===== src/sv/mhpq_pkg.sv =====
// Shared types and constants for the max-heap priority queue.
package mhpq_pkg;

    localparam int CAPACITY_DEF = 128;
    localparam int KEY_W        = 32;
    localparam int COUNT_W      = 8;
    localparam int STATUS_W     = 2;

    typedef enum logic [0:0] {
        FUNC_INSERT  = 1'b0,
        FUNC_EXTRACT = 1'b1
    } func_t;

    typedef enum logic [STATUS_W-1:0] {
        RES_OK    = 2'd0,
        RES_FULL  = 2'd1,
        RES_EMPTY = 2'd2
    } res_t;

    typedef enum logic [1:0] {
        SEL_NONE  = 2'd0,
        SEL_LEFT  = 2'd1,
        SEL_RIGHT = 2'd2
    } sel_t;

    typedef enum logic [2:0] {
        ST_IDLE,
        ST_UP_RD,
        ST_UP_CMP,
        ST_EX_LOAD,
        ST_DN_RD,
        ST_DN_CMP,
        ST_DONE
    } state_t;

    // Commands from the controller to the datapath.
    typedef struct packed {
        logic ins_start;
        logic ex_start;
        logic refuse_full;
        logic refuse_empty;
        logic up_read;
        logic up_step;
        logic up_place;
        logic ex_load;
        logic dn_read;
        logic dn_step;
        logic dn_place;
        logic out_load;
    } cmd_t;

    // Status from the datapath to the controller.
    typedef struct packed {
        logic full;
        logic empty;
        logic last_one;
        logic pos_root;
        logic up_swap;
        logic has_left;
        sel_t dn_sel;
        logic out_busy;
    } stat_t;

endpackage


===== src/sv/mhpq_ctrl.sv =====
// Sequencer for insert sift-up and extract sift-down.
module mhpq_ctrl
(
    input  logic              clk,
    input  logic              rst_n,
    input  logic              in_valid,
    input  mhpq_pkg::func_t   in_func,
    output logic              in_ready,
    input  mhpq_pkg::stat_t   stat,
    output mhpq_pkg::cmd_t    cmd
);

    mhpq_pkg::state_t state_reg;
    mhpq_pkg::state_t state_next;

    always_ff @(posedge clk or negedge rst_n)
    begin
        if (!rst_n)
        begin
            state_reg <= mhpq_pkg::ST_IDLE;
        end
        else
        begin
            state_reg <= state_next;
        end
    end

    // Next state
    always_comb
    begin
        state_next = state_reg;
        unique case (state_reg)
            mhpq_pkg::ST_IDLE:
            begin
                if (in_valid)
                begin
                    if (in_func == mhpq_pkg::FUNC_INSERT)
                    begin
                        state_next = stat.full ? mhpq_pkg::ST_DONE : mhpq_pkg::ST_UP_RD;
                    end
                    else
                    begin
                        state_next = stat.empty ? mhpq_pkg::ST_DONE : mhpq_pkg::ST_EX_LOAD;
                    end
                end
            end
            mhpq_pkg::ST_UP_RD:
            begin
                state_next = stat.pos_root ? mhpq_pkg::ST_DONE : mhpq_pkg::ST_UP_CMP;
            end
            mhpq_pkg::ST_UP_CMP:
            begin
                state_next = stat.up_swap ? mhpq_pkg::ST_UP_RD : mhpq_pkg::ST_DONE;
            end
            mhpq_pkg::ST_EX_LOAD:
            begin
                state_next = stat.last_one ? mhpq_pkg::ST_DONE : mhpq_pkg::ST_DN_RD;
            end
            mhpq_pkg::ST_DN_RD:
            begin
                state_next = stat.has_left ? mhpq_pkg::ST_DN_CMP : mhpq_pkg::ST_DONE;
            end
            mhpq_pkg::ST_DN_CMP:
            begin
                state_next = (stat.dn_sel == mhpq_pkg::SEL_NONE) ? mhpq_pkg::ST_DONE
                                                                 : mhpq_pkg::ST_DN_RD;
            end
            mhpq_pkg::ST_DONE:
            begin
                if (!stat.out_busy)
                begin
                    state_next = mhpq_pkg::ST_IDLE;
                end
            end
            default:
            begin
                state_next = mhpq_pkg::ST_IDLE;
            end
        endcase
    end

    // Outputs
    always_comb
    begin
        cmd      = '0;
        in_ready = 1'b0;
        unique case (state_reg)
            mhpq_pkg::ST_IDLE:
            begin
                in_ready = 1'b1;
                if (in_valid)
                begin
                    if (in_func == mhpq_pkg::FUNC_INSERT)
                    begin
                        cmd.refuse_full = stat.full;
                        cmd.ins_start   = !stat.full;
                    end
                    else
                    begin
                        cmd.refuse_empty = stat.empty;
                        cmd.ex_start     = !stat.empty;
                    end
                end
            end
            mhpq_pkg::ST_UP_RD:
            begin
                cmd.up_place = stat.pos_root;
                cmd.up_read  = !stat.pos_root;
            end
            mhpq_pkg::ST_UP_CMP:
            begin
                cmd.up_step  = stat.up_swap;
                cmd.up_place = !stat.up_swap;
            end
            mhpq_pkg::ST_EX_LOAD:
            begin
                cmd.ex_load = 1'b1;
            end
            mhpq_pkg::ST_DN_RD:
            begin
                cmd.dn_read  = stat.has_left;
                cmd.dn_place = !stat.has_left;
            end
            mhpq_pkg::ST_DN_CMP:
            begin
                cmd.dn_place = (stat.dn_sel == mhpq_pkg::SEL_NONE);
                cmd.dn_step  = (stat.dn_sel != mhpq_pkg::SEL_NONE);
            end
            mhpq_pkg::ST_DONE:
            begin
                cmd.out_load = !stat.out_busy;
            end
            default:
            begin
                cmd = '0;
            end
        endcase
    end

endmodule


===== config.mk =====
export PLATFORM = sky130hd
export DESIGN_NAME = mhpq_ctrl
export DESIGN_NICKNAME = d
export VERILOG_FILES = /design/src/sv/mhpq_pkg.sv /design/src/sv/mhpq_ctrl.sv
export SDC_FILE = /design/constraint.sdc
export NUM_CORES = 1
export LEC_CHECK = 0
export ABC_AREA = 1
export BUFFER_PORTS_ARGS = -buffer_cell sky130_fd_sc_hd__buf_2
export CORE_AREA = 2 2 39 41
export DETAILED_ROUTE_END_ITERATION = 8
export DIE_AREA = 0 0 41 43
export SYNTH_ARGS = -nofsm -noshare
export SYNTH_HDL_FRONTEND = slang
export SYNTH_SLANG_ARGS = --single-unit
export TNS_END_PERCENT = 5

===== constraint.sdc =====
create_clock -name clk -period 1 [get_ports clk]
set_input_delay 0.15 -clock clk [delete_from_list [all_inputs] [get_ports clk]]
set_output_delay 0.15 -clock clk [all_outputs]
set_load 0.01 [all_outputs]

==> results by group <==
STA
  • Slew margin rel.: 85.98%
  • Peak Freq: 709.2 MHz
  • Tmin final: 1410 ps
  • Fin. max-slew vios: 0
  • Worst Hold Slack: 225.7 ps
  • Final setup margin: -410.0 ps
  • Final worst-path cycle share: 141.0%
  • RSZ-0062 raised after global routing: true
  • Final setup viols: 16
  • Slew @ Worst Pin: 208.4 ps
  • Fin. Hold Viols: 0
  • Clk_skew: 4.717 ps

Setup path
  • Top cell family by delay on the critical path: flip-flops
  • Crit path kind: reg2out
  • Crit path cell chain: buf_4 -> nand3_2 -> o21ai_2 -> buf_2
  • Worst endpoint required time: 850 ps
  • Slowest-stage cell, CP: dfrtp_2
  • R2R setup slack: -250 ps
  • Buf+Inv Stages, Crit Path: 2
  • Worst path max stage delay: 440 ps
  • Critical path capture point type: output port
  • Critical-path maximum fanout: 6
  • Crit path launch type: register
  • Crit path DAT: 1260 ps

Drt
  • Antenna viol nets, final: 0
  • Drt wl/cell: 9.433 um
  • DRC viols: 0
  • Final WL: 1132 um
  • Vias: 525
  • Via density per instance: 4.375
  • Initial DRC count: 2
  • Drt pass-1 iters: 3

Floorplanning
  • Rows: 14
  • Core box area: 1384 sq um
  • Starting Density: 27.58%
  • Die area: 1763 sq um
  • DIE HEIGHT: 43 um
  • IO Pins: 26
  • Die X: 41 um

Logic synthesis
  • Post-synthesis instance total: 67
  • Cell taking the most area after synthesis: dfrtp_1
  • Top post-synthesis cells by area: dfrtp_1 20%, nand2_1 18%, nor2_1 14%
  • Synth Register Bits: 3
  • Top post-synthesis cells by count: 18 x nand2_1, 14 x nor2_1, 12 x inv_1
  • Post-synth cell types: 15
  • Sequential fraction of the synthesis area: 19.67%
  • Async set-reset flop share out of synthesis: 100.0%
  • EDFF count, synth: 0
  • Syn Area/Cell: 5.696 sq um
  • Mapped Nets: 80
  • Area share of the largest cell type after synthesis: 19.67%
  • Synth Flop Type: dfrtp_1
  • Synthesized cell area: 381.6 sq um
  • Most common cell in the netlist: nand2_1
  • Yosys warnings: 0

Global routing
  • Total track usage: 15.32%
  • Vias in the first global route: 471
  • Largest net degree at the start of global routing: 7
  • Grt ovf: 0
  • First-pass GRT wire length: 1835 um
  • Initial antenna violation count: 0

Cells and area
  • Fill cells: 140
  • Max reg flops: 3
  • Layout cells sized above 1: 49.04%
  • FF+latch area: 78.83 sq um
  • Layout Nets: 118
  • N_diodes: 0
  • Design area: 636.9 sq um
  • Area of the multi-input gates: 242.7 sq um
  • Area grow syn2layout: 66.89%
  • Fin util: 46.02%

Placement
  • Port bufs: 25
  • GPL Wtd Cong: 0.7572
  • Setup slack at placement: -268.3 ps
  • DP Area: 534.3 sq um
  • DP HPWL: 836.3 um

Clock network
  • CTS sink cnt: 3
  • Reg clk slew, reported paths: 40 ps
  • TritonCTS clock tree: built
  • CTS H-tree depth: 1
  • Max clock buf depth: 2
  • Root Buffer: clkbuf_4
  • CTS Buf Count: 3
  • Worst-Skew Late Latency: 240 ps

Power
  • Pwr Density: 2680 nW/um^2
  • VDD IR-drop max: 0.001020 V
  • Leak: 0.4065 nW

Hold path
  • Hold Crit Class: in2async

Job
  • Max-cap violation count: 0

Status
  • Status: finished, violations left
  • Violated checks: setup timing
==> through the flow <==
step | power, mW | TNS, ps | cells
4_1_cts | 1.615 | -5442 | 118
6_report | 1.707 | -5300 | 120
5_1_grt | 1.859 | -6470 | 120
3_5_place_dp | 1.232 | -2901 | 110
3_3_place_gp | 1.220 | -2677 | 110
2_1_floorplan | 0.9611 | -1648 | 67
==> kinds of logic after synthesis <==
logic type | after synthesis | share of synthesized area, %
flops | 3 | 19.67
simple gates | 44 | 52.13
compound gates | 4 | 7.542
buf+inv | 16 | 20.65
==> where the power goes <==
| group | internal [mW] | switching [mW] | leakage, nW | total, mW |
|---|---|---|---|---|
| sequential | 0.195 | 0.135 | 0.0337 | 0.330 |
| clock | 0.151 | 0.0795 | 0.0150 | 0.230 |
| combinational | 0.562 | 0.584 | 0.358 | 1.15 |
==> worst paths after layout <==
path / from / to / depth (start not counted)
min reg2reg: state_reg[1]$_DFFE_PN0P_ / state_reg[0]$_DFFE_PN0P_ / 3
max: state_reg[0]$_DFFE_PN0P_ / cmd[5] / 4
max in group asynchronous: rst_n / state_reg[0]$_DFFE_PN0P_ / 2
min: rst_n / state_reg[1]$_DFFE_PN0P_ / 2
max reg2reg: state_reg[1]$_DFFE_PN0P_ / state_reg[2]$_DFFE_PN0P_ / 6
min in group clk: stat[4] / state_reg[0]$_DFFE_PN0P_ / 3
==> placed cells by master, fill, tap and decap left out <==
cell type	n
nor2_2	1
dfrtp_2	3
nor2_1	13
dlygate4sd3_1	1
a21oi_1	1
clkbuf_1	1
nor4_1	1
nand3_1	6
a31oi_1	1
nor3_4	1
buf_2	24
nand3_2	2
nand2_1	17
inv_2	2
nor3_2	1
buf_6	2
clkbuf_4	3
buf_4	9
inv_1	11
nand4_1	1
o21ai_2	2
nand2_2	1
==> area by class of cell <==
class	instances	share of cell area, %
Multi-Input combinational cell	48	38.11
Tap cell	16	3.143
Clock buffer	4	4.126
Inverter	13	7.662
Sequential cell	3	12.38
Timing Repair Buffer	36	34.58
==> what timing repair did <==
action / in CTS / in global routing
endpoints found under the hold margin: 3 / 0
gates resized for setup: 9 / 3
setup endpoints to repair: 16 / 16
pin swaps: 4 / 2
hold buffers: 1 / 0
setup buffers: 3 / 2
==> routing by layer <==
layer  up-vias  routed length [um]  track usage, %
met2        22                 562           24.69
li1        281                   -               -
met3         2                  93           3.665
met1       220                 449           17.59
met4         0                  26           8.000
met5         -                   0               0
==> worst reg2reg max path: cells and delay by family (launching register included) <==
kind,cells,cell delay (ps)
flops,1,460
buf+inv,2,300
compound gates,2,200
simple gates,2,180
(Power assumes the default switching activity.)
